## src/sv/jsue_pkg.sv

```systemverilog
// Shared types and constants for the JSON string escaper.
`default_nettype none
package jsue_pkg;

  localparam int QUEUE_DEPTH = 4;

  localparam logic [7:0] CH_QUOTE = 8'h22;
  localparam logic [7:0] CH_BSLASH = 8'h5C;
  localparam logic [7:0] CH_LOW_N = 8'h6E;
  localparam logic [7:0] CH_LOW_T = 8'h74;
  localparam logic [7:0] CH_LOW_U = 8'h75;
  localparam logic [7:0] CH_UP_F = 8'h46;
  localparam logic [7:0] CH_UP_D = 8'h44;

  // Body of one request's output between the optional quotes.
  typedef enum logic [2:0] {
    KIND_NONE,
    KIND_LIT,
    KIND_ESC,
    KIND_UNI,
    KIND_FAIL
  } kind_t;

  typedef struct packed {
    logic        open_q;
    kind_t       kind;
    logic [7:0]  body_char;
    logic [15:0] code;
    logic        close_q;
  } cmd_t;

endpackage
`default_nettype wire

```

## src/sv/jsue_front.sv

```systemverilog
// Front end: UTF-8 decoding state and classification of each request.
`default_nettype none
module jsue_front
  import jsue_pkg::*;
(
  input  wire logic       clk,
  input  wire logic       rst_n,
  input  wire logic       accept,
  input  wire logic [7:0] data_byte,
  input  wire logic       first_of_string,
  input  wire logic       last_of_string,
  input  wire logic       empty_string,
  output cmd_t            cmd,
  output logic            cmd_push
);

  logic [15:0] code_accum_r, code_accum_nxt;
  logic [1:0]  bytes_left_r, bytes_left_nxt;
  logic        dropping_r, dropping_nxt;

  always_comb begin
    logic [15:0] acc;
    logic [15:0] acc_sh;
    logic [1:0]  bl;
    logic        drop;
    logic        fail;
    acc = code_accum_r;
    bl = bytes_left_r;
    drop = dropping_r;
    fail = 1'b0;
    acc_sh = 16'h0;
    cmd = '0;
    cmd.kind = KIND_NONE;
    cmd.body_char = data_byte;
    if (empty_string) begin
      acc = 16'h0;
      bl = 2'd0;
      drop = 1'b0;
      cmd.open_q = 1'b1;
      cmd.close_q = 1'b1;
    end else begin
      if (first_of_string) begin
        acc = 16'h0;
        bl = 2'd0;
        drop = 1'b0;
        cmd.open_q = 1'b1;
      end
      if (drop) begin
        if (last_of_string) begin
          drop = 1'b0;
        end
      end else if (bl != 2'd0) begin
        if (data_byte[7:6] != 2'b10) begin
          fail = 1'b1;
        end else begin
          acc_sh = {acc[9:0], data_byte[5:0]};
          bl = bl - 2'd1;
          if (bl == 2'd0) begin
            cmd.kind = KIND_UNI;
            cmd.code = acc_sh;
            acc = 16'h0;
            cmd.close_q = last_of_string;
          end else if (last_of_string) begin
            fail = 1'b1;
          end else begin
            acc = acc_sh;
          end
        end
      end else if (data_byte == 8'h08 || data_byte == 8'h0C || data_byte == 8'h0D) begin
        cmd.close_q = last_of_string;
      end else if (data_byte == 8'h0A) begin
        cmd.kind = KIND_ESC;
        cmd.body_char = CH_LOW_N;
        cmd.close_q = last_of_string;
      end else if (data_byte == 8'h09) begin
        cmd.kind = KIND_ESC;
        cmd.body_char = CH_LOW_T;
        cmd.close_q = last_of_string;
      end else if (data_byte[7] || data_byte < 8'd32) begin
        if (data_byte[7:5] == 3'b110) begin
          acc = {11'h0, data_byte[4:0]};
          bl = 2'd1;
        end else if (data_byte[7:4] == 4'b1110) begin
          acc = {12'h0, data_byte[3:0]};
          bl = 2'd2;
        end else begin
          fail = 1'b1;
        end
        if (last_of_string) begin
          fail = 1'b1;
        end
      end else begin
        cmd.kind = (data_byte == CH_QUOTE || data_byte == CH_BSLASH) ? KIND_ESC : KIND_LIT;
        cmd.close_q = last_of_string;
      end
      if (fail) begin
        cmd.kind = KIND_FAIL;
        cmd.close_q = 1'b1;
        acc = 16'h0;
        bl = 2'd0;
        drop = !last_of_string;
      end
    end
    code_accum_nxt = acc;
    bytes_left_nxt = bl;
    dropping_nxt = drop;
    cmd_push = accept && (cmd.open_q || cmd.close_q || cmd.kind != KIND_NONE);
  end

  always_ff @(posedge clk) begin
    if (!rst_n) begin
      code_accum_r <= 16'h0;
      bytes_left_r <= 2'd0;
      dropping_r <= 1'b0;
    end else if (accept) begin
      code_accum_r <= code_accum_nxt;
      bytes_left_r <= bytes_left_nxt;
      dropping_r <= dropping_nxt;
    end
  end

endmodule
`default_nettype wire

```

## src/sv/jsue_cmdq.sv

```systemverilog
// Short command queue between the front end and the character emitter.
`default_nettype none
module jsue_cmdq
  import jsue_pkg::*;
#(
  parameter int DEPTH = QUEUE_DEPTH
) (
  input  wire logic clk,
  input  wire logic rst_n,
  input  wire logic push,
  input  wire cmd_t push_cmd,
  output logic      full,
  input  wire logic pop,
  output cmd_t      head_cmd,
  output logic      head_valid
);

  localparam int PW = (DEPTH > 1) ? $clog2(DEPTH) : 1;
  localparam int CW = $clog2(DEPTH + 1);

  cmd_t          mem_r [DEPTH];
  logic [PW-1:0] wr_ptr_r, wr_ptr_nxt;
  logic [PW-1:0] rd_ptr_r, rd_ptr_nxt;
  logic [CW-1:0] count_r, count_nxt;

  assign full = (count_r == CW'(DEPTH));
  assign head_valid = (count_r != '0);
  assign head_cmd = mem_r[rd_ptr_r];

  always_comb begin
    wr_ptr_nxt = wr_ptr_r;
    rd_ptr_nxt = rd_ptr_r;
    count_nxt = count_r;
    if (push) begin
      wr_ptr_nxt = (wr_ptr_r == PW'(DEPTH - 1)) ? '0 : wr_ptr_r + 1'b1;
    end
    if (pop) begin
      rd_ptr_nxt = (rd_ptr_r == PW'(DEPTH - 1)) ? '0 : rd_ptr_r + 1'b1;
    end
    if (push && !pop) begin
      count_nxt = count_r + 1'b1;
    end else if (pop && !push) begin
      count_nxt = count_r - 1'b1;
    end
  end

  always_ff @(posedge clk) begin
    if (!rst_n) begin
      wr_ptr_r <= '0;
      rd_ptr_r <= '0;
      count_r <= '0;
    end else begin
      wr_ptr_r <= wr_ptr_nxt;
      rd_ptr_r <= rd_ptr_nxt;
      count_r <= count_nxt;
    end
  end

  always_ff @(posedge clk) begin
    if (push) begin
      mem_r[wr_ptr_r] <= push_cmd;
    end
  end

endmodule
`default_nettype wire

```

## src/sv/jsue_back.sv

```systemverilog
// Character emitter: expands each queued command into output characters.
`default_nettype none
module jsue_back
  import jsue_pkg::*;
(
  input  wire logic       clk,
  input  wire logic       rst_n,
  input  wire cmd_t       head_cmd,
  input  wire logic       head_valid,
  output logic            pop,
  output logic            out_valid,
  input  wire logic       out_ready,
  output logic [7:0]      out_char,
  output logic            out_run_last,
  output logic            out_closes_string
);

  function automatic logic [7:0] hex_char(input logic [3:0] v);
    hex_char = (v < 4'd10) ? (8'h30 + {4'h0, v}) : (8'h57 + {4'h0, v});
  endfunction

  function automatic logic [3:0] body_len(input kind_t k);
    unique case (k)
      KIND_NONE: body_len = 4'd0;
      KIND_LIT:  body_len = 4'd1;
      KIND_ESC:  body_len = 4'd2;
      KIND_UNI:  body_len = 4'd6;
      KIND_FAIL: body_len = 4'd6;
      default:   body_len = 4'd0;
    endcase
  endfunction

  logic [2:0] step_r, step_nxt;
  logic       out_valid_r;
  logic [7:0] out_char_r;
  logic       out_run_last_r;
  logic       out_closes_r;

  logic       load;
  logic [3:0] total;
  logic [3:0] pos;
  logic [3:0] blen;
  logic       is_last;
  logic [7:0] ch;
  logic       ch_close;

  assign blen = body_len(head_cmd.kind);
  assign total = {3'b0, head_cmd.open_q} + blen + {3'b0, head_cmd.close_q};
  assign is_last = ({1'b0, step_r} == total - 4'd1);
  assign load = head_valid && (!out_valid_r || out_ready);
  assign pop = load && is_last;

  always_comb begin
    pos = {1'b0, step_r} - {3'b0, head_cmd.open_q};
    ch = CH_QUOTE;
    ch_close = 1'b0;
    if (head_cmd.open_q && step_r == 3'd0) begin
      ch = CH_QUOTE;
    end else if (pos < blen) begin
      unique case (head_cmd.kind)
        KIND_LIT: ch = head_cmd.body_char;
        KIND_ESC: ch = (pos == 4'd0) ? CH_BSLASH : head_cmd.body_char;
        KIND_UNI: begin
          unique case (pos)
            4'd0:    ch = CH_BSLASH;
            4'd1:    ch = CH_LOW_U;
            4'd2:    ch = hex_char(head_cmd.code[15:12]);
            4'd3:    ch = hex_char(head_cmd.code[11:8]);
            4'd4:    ch = hex_char(head_cmd.code[7:4]);
            default: ch = hex_char(head_cmd.code[3:0]);
          endcase
        end
        KIND_FAIL: begin
          unique case (pos)
            4'd0:    ch = CH_BSLASH;
            4'd1:    ch = CH_LOW_U;
            4'd5:    ch = CH_UP_D;
            default: ch = CH_UP_F;
          endcase
        end
        default: ch = CH_QUOTE;
      endcase
    end else begin
      ch = CH_QUOTE;
      ch_close = 1'b1;
    end
    step_nxt = step_r;
    if (load) begin
      step_nxt = is_last ? 3'd0 : step_r + 3'd1;
    end
  end

  always_ff @(posedge clk) begin
    if (!rst_n) begin
      step_r <= 3'd0;
      out_valid_r <= 1'b0;
    end else begin
      step_r <= step_nxt;
      if (load) begin
        out_valid_r <= 1'b1;
      end else if (out_ready) begin
        out_valid_r <= 1'b0;
      end
    end
  end

  always_ff @(posedge clk) begin
    if (load) begin
      out_char_r <= ch;
      out_run_last_r <= is_last;
      out_closes_r <= ch_close;
    end
  end

  assign out_valid = out_valid_r;
  assign out_char = out_char_r;
  assign out_run_last = out_run_last_r;
  assign out_closes_string = out_closes_r;

  a_close_is_quote: assert property (@(posedge clk) disable iff (!rst_n)
    out_valid_r && out_closes_r |-> out_char_r == CH_QUOTE && out_run_last_r)
    else $error("closing character is not a final quote");

  a_step_in_range: assert property (@(posedge clk) disable iff (!rst_n)
    head_valid |-> {1'b0, step_r} < total)
    else $error("emitter step runs past the command length");

  a_step_restarts: assert property (@(posedge clk) disable iff (!rst_n)
    pop |=> step_r == 3'd0)
    else $error("emitter step not cleared after finishing a command");

endmodule
`default_nettype wire

```

## src/sv/json_string_utf8_escaper.sv

```systemverilog
// Top level of the JSON string escaper for UTF-8 byte streams.
//
// Input requests carry one string byte (in_data_byte) with first/last flags,
// or an empty-string marker. Output requests carry one ASCII character of the
// quoted JSON literal, with out_run_last on the final character caused by an
// input request and out_closes_string on the closing quote.
// Both channels use valid/ready; a request moves when both are high.
// The front end decodes UTF-8 and classifies each byte in the accept cycle,
// then pushes a compact command into a four-entry queue. The emitter expands
// each command into one to eight characters, one per cycle while the receiver
// is ready, into a registered output stage. Plain ASCII therefore flows at one
// byte per cycle; out_valid rises once the command has passed through the
// queue and the output register. An escape of N characters holds the emitter
// until all N are out, and the queue absorbs short bursts of those.
// in_ready drops only while the queue is full, so a stalled receiver stops
// the input after the queue fills, and no character is lost or repeated.
// Synchronous active-low reset clears the decoder state, empties the queue
// and drops any pending output character.
`default_nettype none
module json_string_utf8_escaper
  import jsue_pkg::*;
#(
  parameter int QDEPTH = QUEUE_DEPTH
) (
  input  wire logic       clk,
  input  wire logic       rst_n,
  input  wire logic       in_valid,
  output logic            in_ready,
  input  wire logic [7:0] in_data_byte,
  input  wire logic       in_first_of_string,
  input  wire logic       in_last_of_string,
  input  wire logic       in_empty_string,
  output logic            out_valid,
  input  wire logic       out_ready,
  output logic [7:0]      out_char,
  output logic            out_run_last,
  output logic            out_closes_string
);

  cmd_t front_cmd;
  cmd_t head_cmd;
  logic push;
  logic q_full;
  logic head_valid;
  logic pop;
  logic accept;

  assign in_ready = !q_full;
  assign accept = in_valid && in_ready;

  // Decoder state advances on every accepted request; requests that cause
  // no character (dropped bytes, partial sequences) push nothing.
  jsue_front u_front (
    .clk             (clk),
    .rst_n           (rst_n),
    .accept          (accept),
    .data_byte       (in_data_byte),
    .first_of_string (in_first_of_string),
    .last_of_string  (in_last_of_string),
    .empty_string    (in_empty_string),
    .cmd             (front_cmd),
    .cmd_push        (push)
  );

  jsue_cmdq #(
    .DEPTH (QDEPTH)
  ) u_cmdq (
    .clk        (clk),
    .rst_n      (rst_n),
    .push       (push),
    .push_cmd   (front_cmd),
    .full       (q_full),
    .pop        (pop),
    .head_cmd   (head_cmd),
    .head_valid (head_valid)
  );

  // The emitter walks each command one character per cycle while the receiver is ready.
  jsue_back u_back (
    .clk               (clk),
    .rst_n             (rst_n),
    .head_cmd          (head_cmd),
    .head_valid        (head_valid),
    .pop               (pop),
    .out_valid         (out_valid),
    .out_ready         (out_ready),
    .out_char          (out_char),
    .out_run_last      (out_run_last),
    .out_closes_string (out_closes_string)
  );

endmodule
`default_nettype wire

```

## config.mk

```make
export PLATFORM = sky130hd
export DESIGN_NAME = json_string_utf8_escaper
export DESIGN_NICKNAME = d
export VERILOG_FILES = /design/src/sv/jsue_pkg.sv /design/src/sv/jsue_front.sv /design/src/sv/jsue_cmdq.sv /design/src/sv/jsue_back.sv /design/src/sv/json_string_utf8_escaper.sv
export SDC_FILE = /design/constraint.sdc
export NUM_CORES = 1
export LEC_CHECK = 0
export BUFFER_PORTS_ARGS = -buffer_cell sky130_fd_sc_hd__clkbuf_2
export CORE_MARGIN = 5
export CORE_UTILIZATION = 45
export CTS_BUF_LIST = sky130_fd_sc_hd__clkbuf_8
export DETAILED_ROUTE_END_ITERATION = 6
export HOLD_SLACK_MARGIN = 0.05
export SETUP_SLACK_MARGIN = 0.05
export SYNTH_ARGS = -nofsm -noshare
export SYNTH_HDL_FRONTEND = slang
export SYNTH_SLANG_ARGS = --single-unit
```

## constraint.sdc

```tcl
create_clock -name clk -period 6.9 [get_ports clk]
set_input_delay 1.035 -clock clk [delete_from_list [all_inputs] [get_ports clk]]
set_output_delay 1.035 -clock clk [all_outputs]
set_load 0.005 [all_outputs]
```

==> results.sh, run 1 <==
export IMPL_yosysUniqueCellTypes=70
export IMPL_path_clk_slew_ns=0.08
export IMPL_grt_max_degree=30
export IMPL_drt_vias_per_instance=5.620
export IMPL_cp_max_fo=21
export IMPL_ys_ff_latch=152
export IMPL_hold_path_class="reg2reg"
export IMPL_first_global_vias=4638
export IMPL_core_area_um2=16520
export IMPL_hold_viol_final=0
export IMPL_hold_ws_ns=0.4769
export IMPL_cpPeakStageDelay_ns=0.74
export IMPL_numCtsBuffers=17
export IMPL_pre_cts_slack_ns=1.767
export IMPL_p_comb_share_pct=34.5
export IMPL_clockBufferDepth=2
export IMPL_crit_slowest_cell="mux4_2"
export IMPL_antenna_found_initial=0
export IMPL_grt_util_all_layers_pct=15.65
export IMPL_cp_start_kind="register"
export IMPL_syn_nets=617
export IMPL_slew_headroom_pct=44.72
export IMPL_fmax_mhz=199.7
export IMPL_cts_tree="yes"
export IMPL_fin_skew_ns=0.01640
export IMPL_overflow=0
export IMPL_post_route_drc_count=0
export IMPL_synth_xor_area_share_pct=1.577
export IMPL_via_count=4704
export IMPL_die_h_um=139.4
export IMPL_area_delta_synth_final_pct=10.31
export IMPL_power_leakage_nw=2.902
export IMPL_grt_pass1_wl_um=23790
export IMPL_p_seq_share_pct=40.4
export IMPL_die_x_um=139.4
export IMPL_synth_edf_count=126
export IMPL_setup_viol=0
export IMPL_seq_area_frac_synth_pct=57.11
export IMPL_htreeDepth=4
export IMPL_maxCapViolations=0
export IMPL_vdd_ir_drop_max_mv=0.1685
export IMPL_setup_slack_ns=1.893
export IMPL_end_kind="register"
export IMPL_nets=643
export IMPL_clkLatencyLatePin_ns=0.45
export IMPL_synth_compound_area_share_pct=11.44
export IMPL_wirelength_um=14940
export IMPL_cts_sinks=152
export IMPL_drive_gt1_share_pct=16.69
export IMPL_cts_hold_fix_buffers=0
export IMPL_power_density_nw_per_um2=354.2
export IMPL_pwr_share_clk_pct=25.1
export IMPL_start_util_pct=45.60
export IMPL_drt_wirelength_per_cell_um=17.85
export IMPL_status="complete, no violations"
export IMPL_yosys_area_share_simple_pct=12.73
export IMPL_cts_resized=0
export IMPL_worstSetupPathType="reg2reg"
export IMPL_netlist_instances=578
export IMPL_hpwl_um=10600
export IMPL_root_buffer="clkbuf_8"
export IMPL_synth_top_flop_cell="edfxtp_1"
export IMPL_dieArea_um2=19440
export IMPL_ios=27
export IMPL_critPathTopFamily="adder cells"
export IMPL_syn_mean_instance_area_um2=13.04
export IMPL_p_switching_w=0.0009589
export IMPL_synthMuxAreaShare_pct=10.06
export IMPL_crit_chain="buf_4 -> mux4_2 -> or2b_1 -> ha_1 -> inv_1 -> ha_1 -> fa_1 -> xnor3_1 -> nand3_1 -> nor3b_1 -> o21ai_2 -> ha_1 -> inv_1 -> fa_1 -> xor2_1 -> or3_1 -> a21boi_0"
export IMPL_async_reset_ff_share_pct=0
export IMPL_finalCriticalPeriod_ns=5.007
export IMPL_synthAdderAreaFrac_pct=4.184
export IMPL_critPathArrivalTime_ns=5.37
export IMPL_cts_setup_buffers=0
export IMPL_drt_first_pass_iters=5
export IMPL_intPower_w=0.001986
export IMPL_gp_congestion=0.8587
export IMPL_num_antenna_cells=0
export IMPL_finalMaxSlewViolations=0
export IMPL_tightest_slew_ns=0.8275
export IMPL_ant_nets=0
export IMPL_std_cell_rows=47
export IMPL_critPathRequiredTime_ns=7.27
export IMPL_cp_num_buf_inv=3
export IMPL_fin_setup_tns_ns=0
export IMPL_swShare_pct=32.56
export IMPL_port_buffers=26
export IMPL_crit_path_frequent_cell="ha_1"
export IMPL_drtIter0Drc=361
export IMPL_synth_warnings=0
export IMPL_synth_top_family_by_area="simple AND/OR/NAND/NOR gates"
export IMPL_finalCritPeriodShare_pct=72.56
export IMPL_mappedNetlistArea_um2=7536
export IMPL_rsz0062_at_grt="false"
cells in the mapped netlist, types with 4 or more instances:
library cell / n / area [um^2]
a21oi_1: 34 / 170.2
a22o_1: 9 / 78.83
a22oi_1: 4 / 30.03
a31oi_1: 7 / 43.79
and2_1: 20 / 125.1
and3_1: 8 / 50.05
clkbuf_1: 19 / 71.32
dfxtp_1: 26 / 520.5
edfxtp_1: 126 / 3784
ha_1: 22 / 275.3
inv_1: 25 / 93.84
mux2i_1: 6 / 60.06
mux4_2: 26 / 585.6
nand2_1: 34 / 127.6
nand2b_1: 13 / 81.33
nand3_1: 7 / 35.03
nand3b_1: 4 / 30.03
nor2_1: 30 / 112.6
nor2b_1: 19 / 118.9
nor3_1: 5 / 25.02
nor3b_1: 6 / 45.04
o21a_1: 7 / 52.55
o21ai_0: 27 / 135.1
o22ai_1: 5 / 31.28
xnor2_1: 8 / 70.07
kinds of logic (layout without fill, tap and decap cells):
kind of cell | Yosys count | in the layout
adder cells (fa/ha/maj) | 24 | 24
XOR/XNOR | 12 | 12
AND/OR/NAND/NOR | 169 | 169
flip-flops | 152 | 152
AO/OA/AOI/OAI | 132 | 132
multiplexers | 38 | 38
buffers and inverters | 51 | 90
state kept, by name, summed over array words and instances (netlist names), named ones only:
signal,flops
u_back.out_closes_string,1
u_front.bytes_left_r,2
u_cmdq.rd_ptr_r,2
u_cmdq.wr_ptr_r,2
u_back.out_valid,1
u_front.dropping_r,1
u_front.code_accum_r,10
u_back.step_r,3
u_cmdq.mem_r,116
u_back.out_run_last,1
u_cmdq.count_r,3
u_back.out_char,8
worst paths after layout:
check,to,slack [ns],from,depth (start not counted)
setup / recovery,u_cmdq.count_r[2],1.89,register,17
hold / removal,u_front.code_accum_r[9],0.48,u_front.code_accum_r[9],1
setup reg to reg,u_cmdq.count_r[2],1.89,register,17
hold reg to reg,u_front.code_accum_r[9],0.48,u_front.code_accum_r[9],1
per-layer routing:
| layer | global-route usage [%] | up-vias | part of all wire (%) |
|---|---|---|---|
| li1 | - | 2251 | - |
| met4 | 5.201 | 0 | 1.3 |
| met3 | 3.842 | 17 | 4.0 |
| met5 | 0 | - | 0 |
| met1 | 19.86 | 2333 | 45 |
| met2 | 26.41 | 103 | 50 |
worst reg2reg max path, cell delays in order, from the launching register on:
cell	delay [ns]
dfxtp_2	0.63
buf_4	0.42
mux4_2	0.75
or2b_1	0.29
ha_1	0.27
inv_1	0.04
ha_1	0.20
fa_1	0.39
xnor3_1	0.33
nand3_1	0.11
nor3b_1	0.06
o21ai_2	0.13
ha_1	0.24
inv_1	0.07
fa_1	0.37
xor2_1	0.18
or3_1	0.30
a21boi_0	0.17
cells in the final DEF (no fill, tap or decap), types with 22 or more instances in the layout:
| master | count |
|---|---|
| edfxtp_1 | 126 |
| inv_1 | 25 |
| nor2_1 | 30 |
| ha_1 | 22 |
| a21oi_1 | 34 |
| mux4_2 | 26 |
| dfxtp_1 | 25 |
| clkbuf_2 | 26 |
| o21ai_0 | 27 |
| nand2_1 | 34 |
per-stage QoR:
step | util (%) | cells | instance area (um^2) | power, W
after floorplan | - | 578 | 7536 | 0.001982
after global placement | 47.63 | 805 | 7871 | 0.002205
after detailed placement | 47.63 | 805 | 7871 | 0.002233
after CTS | 50.31 | 837 | 8313 | 0.002971
after global routing | 50.31 | 837 | 8313 | 0.003130
final | 50.31 | 837 | 8313 | 0.002945
cell type report:
class	count	area, um^2
clock buffers	17	234.0
clock inverters	15	207.7
fillers	1397	8212
inverters	25	93.84
multi-input cells	375	3014
flip-flops and latches	152	4305
well taps	220	275.3
repair buffers	33	182.7
power groups by stage:
stage / logic, W / clock network, W / registers (W)
floorplan: 0.000789 / 0 / 0.00119
global placement: 0.000997 / 0 / 0.00121
detailed placement: 0.00102 / 0 / 0.00121
CTS: 0.00102 / 0.000755 / 0.00119
global route: 0.00113 / 0.000794 / 0.00120
finish: 0.00102 / 0.000739 / 0.00119
(Power assumes the default switching activity.)
==> run 2: changes to the inputs <==
ABC_AREA = 1   (was not set)
clock period = 4.14 ns   (was 6.9 ns; I/O delays follow)
==> run 2 against run 1 <==
- non-clock buffer count is 14 higher
- combinational power rose to 2.6 times the previous value
- power grew 100%
- synthesized cell count rose by 58%
- cell area rose by 7.8%
- via count is 32% higher
- global-route usage rose by 3.5 points
==> results.sh, run 2 <==
export IMPL_status="complete, no violations"
export IMPL_synth_top_area_cell="edfxtp_1"
export IMPL_drive_gt1_share_pct=14.70
export IMPL_synth_warnings=0
export IMPL_fmax_mhz=267.5
export IMPL_regArea_um2=4308
export IMPL_syn_nets=951
export IMPL_fin_setup_tns_ns=0
export IMPL_cp_start_kind="register"
export IMPL_hpwl_um=13440
export IMPL_power_density_nw_per_um2=673.2
export IMPL_hold_viol_final=0
export IMPL_grt_max_degree=41
export IMPL_first_global_vias=5850
export IMPL_std_cell_rows=49
export IMPL_hold_ws_ns=0.4668
export IMPL_ant_nets=0
export IMPL_rsz0062_at_grt="false"
export IMPL_hold_path_class="reg2reg"
export IMPL_mappedNetlistArea_um2=8087
export IMPL_core_area_um2=17840
export IMPL_cts_tree="yes"
export IMPL_cts_sinks=152
export IMPL_setup_viol=0
export IMPL_worstSetupPathType="reg2reg"
export IMPL_fin_skew_ns=0.009371
export IMPL_vdd_ir_drop_max_mv=0.3678
export IMPL_via_count=6188
export IMPL_critPathArrivalTime_ns=4.08
export IMPL_crit_path_frequent_cell="nand2_1"
export IMPL_cp_max_fo=19
export IMPL_cts_hold_fix_buffers=0
export IMPL_layout_commonest_cell="nand2_1"
export IMPL_use_met1_pct=26.79
export IMPL_met3_usage_pct=3.770
export IMPL_clockBufferDepth=2
export IMPL_clkLatencyLatePin_ns=0.45
export IMPL_largest_register_ff_count=116
export IMPL_path_clk_slew_ns=0.08
export IMPL_finalCriticalPeriod_ns=3.738
export IMPL_multi_input_area_um2=3241
export IMPL_nets=985
export IMPL_ios=27
export IMPL_crit_slowest_cell="fa_1"
export IMPL_netlist_instances=912
export IMPL_finalCritPeriodShare_pct=90.29
export IMPL_yosysUniqueCellTypes=44
export IMPL_gp_congestion=0.9303
export IMPL_crit_chain="inv_4 -> nand2_1 -> nand2_1 -> nand2_1 -> nand2_1 -> inv_1 -> nand3_2 -> ha_1 -> inv_1 -> ha_1 -> fa_1 -> xnor2_1 -> nand2_1 -> nor3b_2 -> nand4_2 -> ha_1 -> inv_1 -> fa_1 -> o21ai_0 -> a21oi_1"
export IMPL_seq_area_frac_synth_pct=53.23
export IMPL_die_x_um=144.1
export IMPL_port_buffers=26
export IMPL_final_util_pct=50.23
export IMPL_synth_top_flop_cell="edfxtp_1"
export IMPL_dieArea_um2=20750
export IMPL_grt_util_met2_pct=30.23
export IMPL_n_fill_cell=1678
export IMPL_synth_common_cells="243 x nand2_1, 126 x edfxtp_1, 96 x nor2_1"
export IMPL_power_leakage_nw=3.640
export IMPL_yosysMostFrequentCell="nand2_1"
export IMPL_drtIter0Drc=425
export IMPL_drt_first_pass_iters=5
export IMPL_synth_edf_count=126
export IMPL_drt_wirelength_per_cell_um=15.97
export IMPL_finalMaxSlewViolations=0
export IMPL_final_cell_mix="243 x nand2_1, 126 x edfxtp_1, 92 x nor2_1"
export IMPL_start_util_pct=45.33
export IMPL_cpPeakStageDelay_ns=0.50
export IMPL_end_kind="register"
export IMPL_num_antenna_cells=0
export IMPL_drt_vias_per_instance=5.209
export IMPL_netlist_top_cells_area="edfxtp_1 47%, nand2_1 11%, dfxtp_1 6.4%, nor2_1 4.5%, inv_1 3.8%"
export IMPL_syn_mean_instance_area_um2=8.867
export IMPL_antenna_found_initial=0
export IMPL_async_reset_ff_share_pct=0
export IMPL_htreeDepth=4
export IMPL_wirelength_um=18980
export IMPL_post_route_drc_count=0
export IMPL_ys_ff_latch=152
export IMPL_top_usage_layer="met2"
export IMPL_numCtsBuffers=17
export IMPL_grt_pass1_wl_um=30620
export IMPL_maxCapViolations=0
export IMPL_critPathRequiredTime_ns=4.49
export IMPL_tightest_slew_ns=0.9844
export IMPL_area_delta_synth_final_pct=10.83
export IMPL_root_buffer="clkbuf_8"
export IMPL_slew_headroom_pct=34.13
export IMPL_regMostFlops="u_cmdq.mem_r"
export IMPL_grt_util_all_layers_pct=19.15
export IMPL_overflow=0
export IMPL_netlist_area_leader_share_pct=46.79
export IMPL_die_h_um=144.1
## run 2: changes by cell type in the layout (fill, tap and decap cells not counted), sizes merged, moves of 26 or more
cell and change:
inv +70, a21oi +26, nand3 +61, nand2 +227, nor2 +72, mux4 -29
## run 2: worst paths after layout
kind	start	to	depth (start not counted)	slack, ns
max	register	u_cmdq.count_r[1]	20	0.40
min	u_front.bytes_left_r[0]	u_front.bytes_left_r[0]	2	0.47
max reg2reg	register	u_cmdq.count_r[1]	20	0.40
min reg2reg	u_front.bytes_left_r[0]	u_front.bytes_left_r[0]	2	0.47
## run 2: cells by family after synthesis
family / count (synthesis) / synth area share, %
adder cells (fa/ha/maj): 24 / 3.899
AND/OR/NAND/NOR: 460 / 24.99
AO/OA/AOI/OAI: 143 / 10.17
buffers and inverters: 126 / 6.963
flip-flops: 152 / 53.23
XOR/XNOR: 7 / 0.7582
## run 2: worst max-delay path: cells and delay by family, from the launching register on
family	cells	cell delay [ns]
adder cells (fa/ha/maj)	5	1.62
AND/OR/NAND/NOR	8	0.92
XOR/XNOR	1	0.12
flip-flops	1	0.44
buffers and inverters	4	0.32
AO/OA/AOI/OAI	2	0.21
## run 2: power by group
group          total, W  switching, W  internal (W)
Sequential      0.00198     0.0000805       0.00190
Combinational   0.00270       0.00178      0.000916
Clock           0.00135      0.000569      0.000782
## run 2: metrics by stage
stage	instance area (um^2)	std cells	total power, W	setup WS (ns)
finish	8962	1188	0.006034	0.4018
global route	8962	1188	0.006525	0.1068
CTS	8947	1187	0.006056	0.06155
detailed placement	8463	1155	0.004694	0.07443
global placement	8463	1155	0.004669	0.1778
floorplan	8087	912	0.004047	0.2350
## run 2: area by class of cell
type,count,area share [%]
sequential,152,48.07
multi-input combinational,634,36.16
inverter,94,3.965
clock inverter,15,2.792
clock buffer,17,2.611
timing repair buffer,47,3.211
tap,229,3.197
## run 2: per-layer routing
metal  up-vias  routed length, um
met5         -                  0
met4         0                322
met3        20                879
met2       150               8774
met1      2868               8998
li1       3150                  -
## run 2: repair_timing
item                       CTS  global route
setup endpoints to repair    0             2
setup buffers                0             1
gates resized for setup      0             2
==> run 3: changes to the inputs <==
CTS_BUF_LIST = sky130_fd_sc_hd__clkbuf_16   (was sky130_fd_sc_hd__clkbuf_8)
==> run 3 against run 2 <==
- first-iteration DRC count down 1.4%
- clock power rose by 30%
- critical path type unchanged
- via count is 0.37% higher
- sequential share of layout area fell by 1.0 points
- sequential power is essentially flat
- non-clock buffer count stayed put
- power up 6.9%
- utilization grew 1.1 points
==> results.sh, run 3 (synthesized netlist as in run 2, its figures left out) <==
export IMPL_status="complete, no violations"
export IMPL_end_kind="register"
export IMPL_route_layer_met1_wl_um=8923
export IMPL_fmax_mhz=267.4
export IMPL_die_x_um=144.1
export IMPL_numCtsBuffers=17
export IMPL_highest_layer="met4"
export IMPL_clkLatencyLatePin_ns=0.43
export IMPL_reg2reg_to="u_cmdq.count_r[1]"
export IMPL_slew_headroom_pct=33.28
export IMPL_vdd_ir_drop_max_mv=0.4024
export IMPL_hpwl_um=13440
export IMPL_final_cell_mix="243 x nand2_1, 126 x edfxtp_1, 92 x nor2_1"
export IMPL_clockBufferDepth=2
export IMPL_hold_start="u_front.code_accum_r[9]"
export IMPL_dieArea_um2=20750
export IMPL_wirelength_um=19150
export IMPL_hold_path_class="reg2reg"
export IMPL_drt_wirelength_per_cell_um=16.12
export IMPL_largest_register_ff_count=116
export IMPL_start_util_pct=45.33
export IMPL_finalCriticalPeriod_ns=3.740
export IMPL_overflow=0
export IMPL_first_global_vias=5856
export IMPL_htreeDepth=4
export IMPL_area_delta_synth_final_pct=13.20
export IMPL_grt_max_degree=41
export IMPL_tightest_slew_ns=0.9972
export IMPL_dr_wl_met3_um=1035
export IMPL_path_clk_slew_ns=0.06
export IMPL_drive_gt1_share_pct=14.70
export IMPL_r2r_cells=17
export IMPL_core_area_um2=17840
export IMPL_setup_slack_ns=0.4002
export IMPL_fin_area_um2=9154
export IMPL_drt_vias_per_instance=5.228
export IMPL_port_buffers=26
export IMPL_power_density_nw_per_um2=704.6
export IMPL_std_cell_rows=49
export IMPL_via_count=6211
export IMPL_cts_sinks=152
export IMPL_rsz0062_at_grt="false"
export IMPL_pre_cts_slack_ns=0.07443
export IMPL_grt_pass1_wl_um=30800
export IMPL_critPathRequiredTime_ns=4.46
export IMPL_ant_nets=0
export IMPL_post_route_drc_count=0
export IMPL_worstSetupPathType="reg2reg"
export IMPL_holdPathEnd="u_front.code_accum_r[9]"
export IMPL_finalMaxSlewViolations=0
export IMPL_wl_met2_um=8807
export IMPL_placedCellCount=1155
export IMPL_nets=985
export IMPL_reg2reg_slack_ns=0.40
export IMPL_hold_path_depth=2
export IMPL_layout_commonest_cell="nand2_1"
export IMPL_total_power_w=0.006450
export IMPL_critPathArrivalTime_ns=4.06
export IMPL_gp_congestion=0.9303
export IMPL_die_h_um=144.1
export IMPL_placed_area_um2=8463
export IMPL_cp_start_kind="register"
export IMPL_antenna_found_initial=0
export IMPL_num_antenna_cells=0
export IMPL_grt_util_all_layers_pct=19.33
export IMPL_fin_setup_tns_ns=0
export IMPL_drtIter0Drc=419
export IMPL_root_buffer="clkbuf_16"
export IMPL_cts_tree="yes"
export IMPL_hold_viol_final=0
export IMPL_setup_viol=0
export IMPL_instances_no_fill=1188
export IMPL_cp_max_fo=15
export IMPL_power_leakage_nw=3.727
export IMPL_drt_first_pass_iters=5
export IMPL_ios=27
export IMPL_maxCapViolations=0
export IMPL_regMostFlops="u_cmdq.mem_r"
export IMPL_finalCritPeriodShare_pct=90.33
export IMPL_n_fill_cell=1667
export IMPL_fin_skew_ns=0.008372
[run 3: cell counts in the layout (fill, tap and decap cells not counted)]
Identical to the previous run, type by type.
[run 3: routing by layer]
metal,global-route usage [%],vias up
met5,0,-
met4,6.442,0
met3,3.869,27
met2,30.40,155
met1,26.97,2873
li1,-,3156
[run 3: worst max-delay path by stage]
stage / cells after the start / slack, ns / endpoint
5_1_grt: 19 / 0.11 / u_cmdq.count_r[2]
3_5_place_dp: 18 / 0.07 / u_cmdq.count_r[1]
3_3_place_gp: 18 / 0.18 / u_cmdq.count_r[1]
2_1_floorplan: 20 / 0.23 / u_cmdq.count_r[1]
6_report: 17 / 0.40 / u_cmdq.count_r[1]
4_1_cts: 18 / 0.06 / u_cmdq.count_r[1]
[run 3: area by class of cell]
class	instances	area, um^2	area share [%]
Sequential cell	152	4308	47.06
Multi-Input combinational cell	634	3241	35.40
Clock buffer	17	425.4	4.647
Inverter	94	355.3	3.882
Timing Repair Buffer	47	287.8	3.144
Tap cell	229	286.5	3.130
Clock inverter	15	250.2	2.734
[run 3: power breakdown]
part | total, W | internal, W | leakage [nW] | switching (W)
clock | 0.00176 | 0.00113 | 0.327 | 0.000627
combinational | 0.00270 | 0.000916 | 2.03 | 0.00179
sequential | 0.00198 | 0.00190 | 1.37 | 0.0000802
total | 0.00645 | 0.00395 | 3.73 | 0.00250
[run 3: what timing repair did]
item	CTS	global route
hold buffers	0	0
setup buffers	0	1
resized for setup	0	2
endpoints found under the setup margin	0	2
[run 3: worst max-delay path, cell delays in order, from the launching register on]
cell	delay, ns
dfxtp_1	0.36
inv_2	0.24
nand3_2	0.14
nand2_4	0.13
nand3_2	0.13
ha_1	0.30
inv_1	0.04
ha_1	0.19
fa_1	0.50
xnor2_1	0.12
nand2_1	0.09
nor3b_2	0.25
nand4_2	0.21
ha_1	0.23
inv_1	0.09
fa_1	0.40
o21ai_0	0.16
a21oi_1	0.05
[run 3: through the flow]
stage / util (%) / hold slack, ns
3_5_place_dp: 47.44 / 0.4563
4_1_cts: 51.22 / 0.4662
6_report: 51.31 / 0.4646
3_3_place_gp: 47.44 / 0.4511
2_1_floorplan: - / 0.4453
5_1_grt: 51.31 / 0.4829
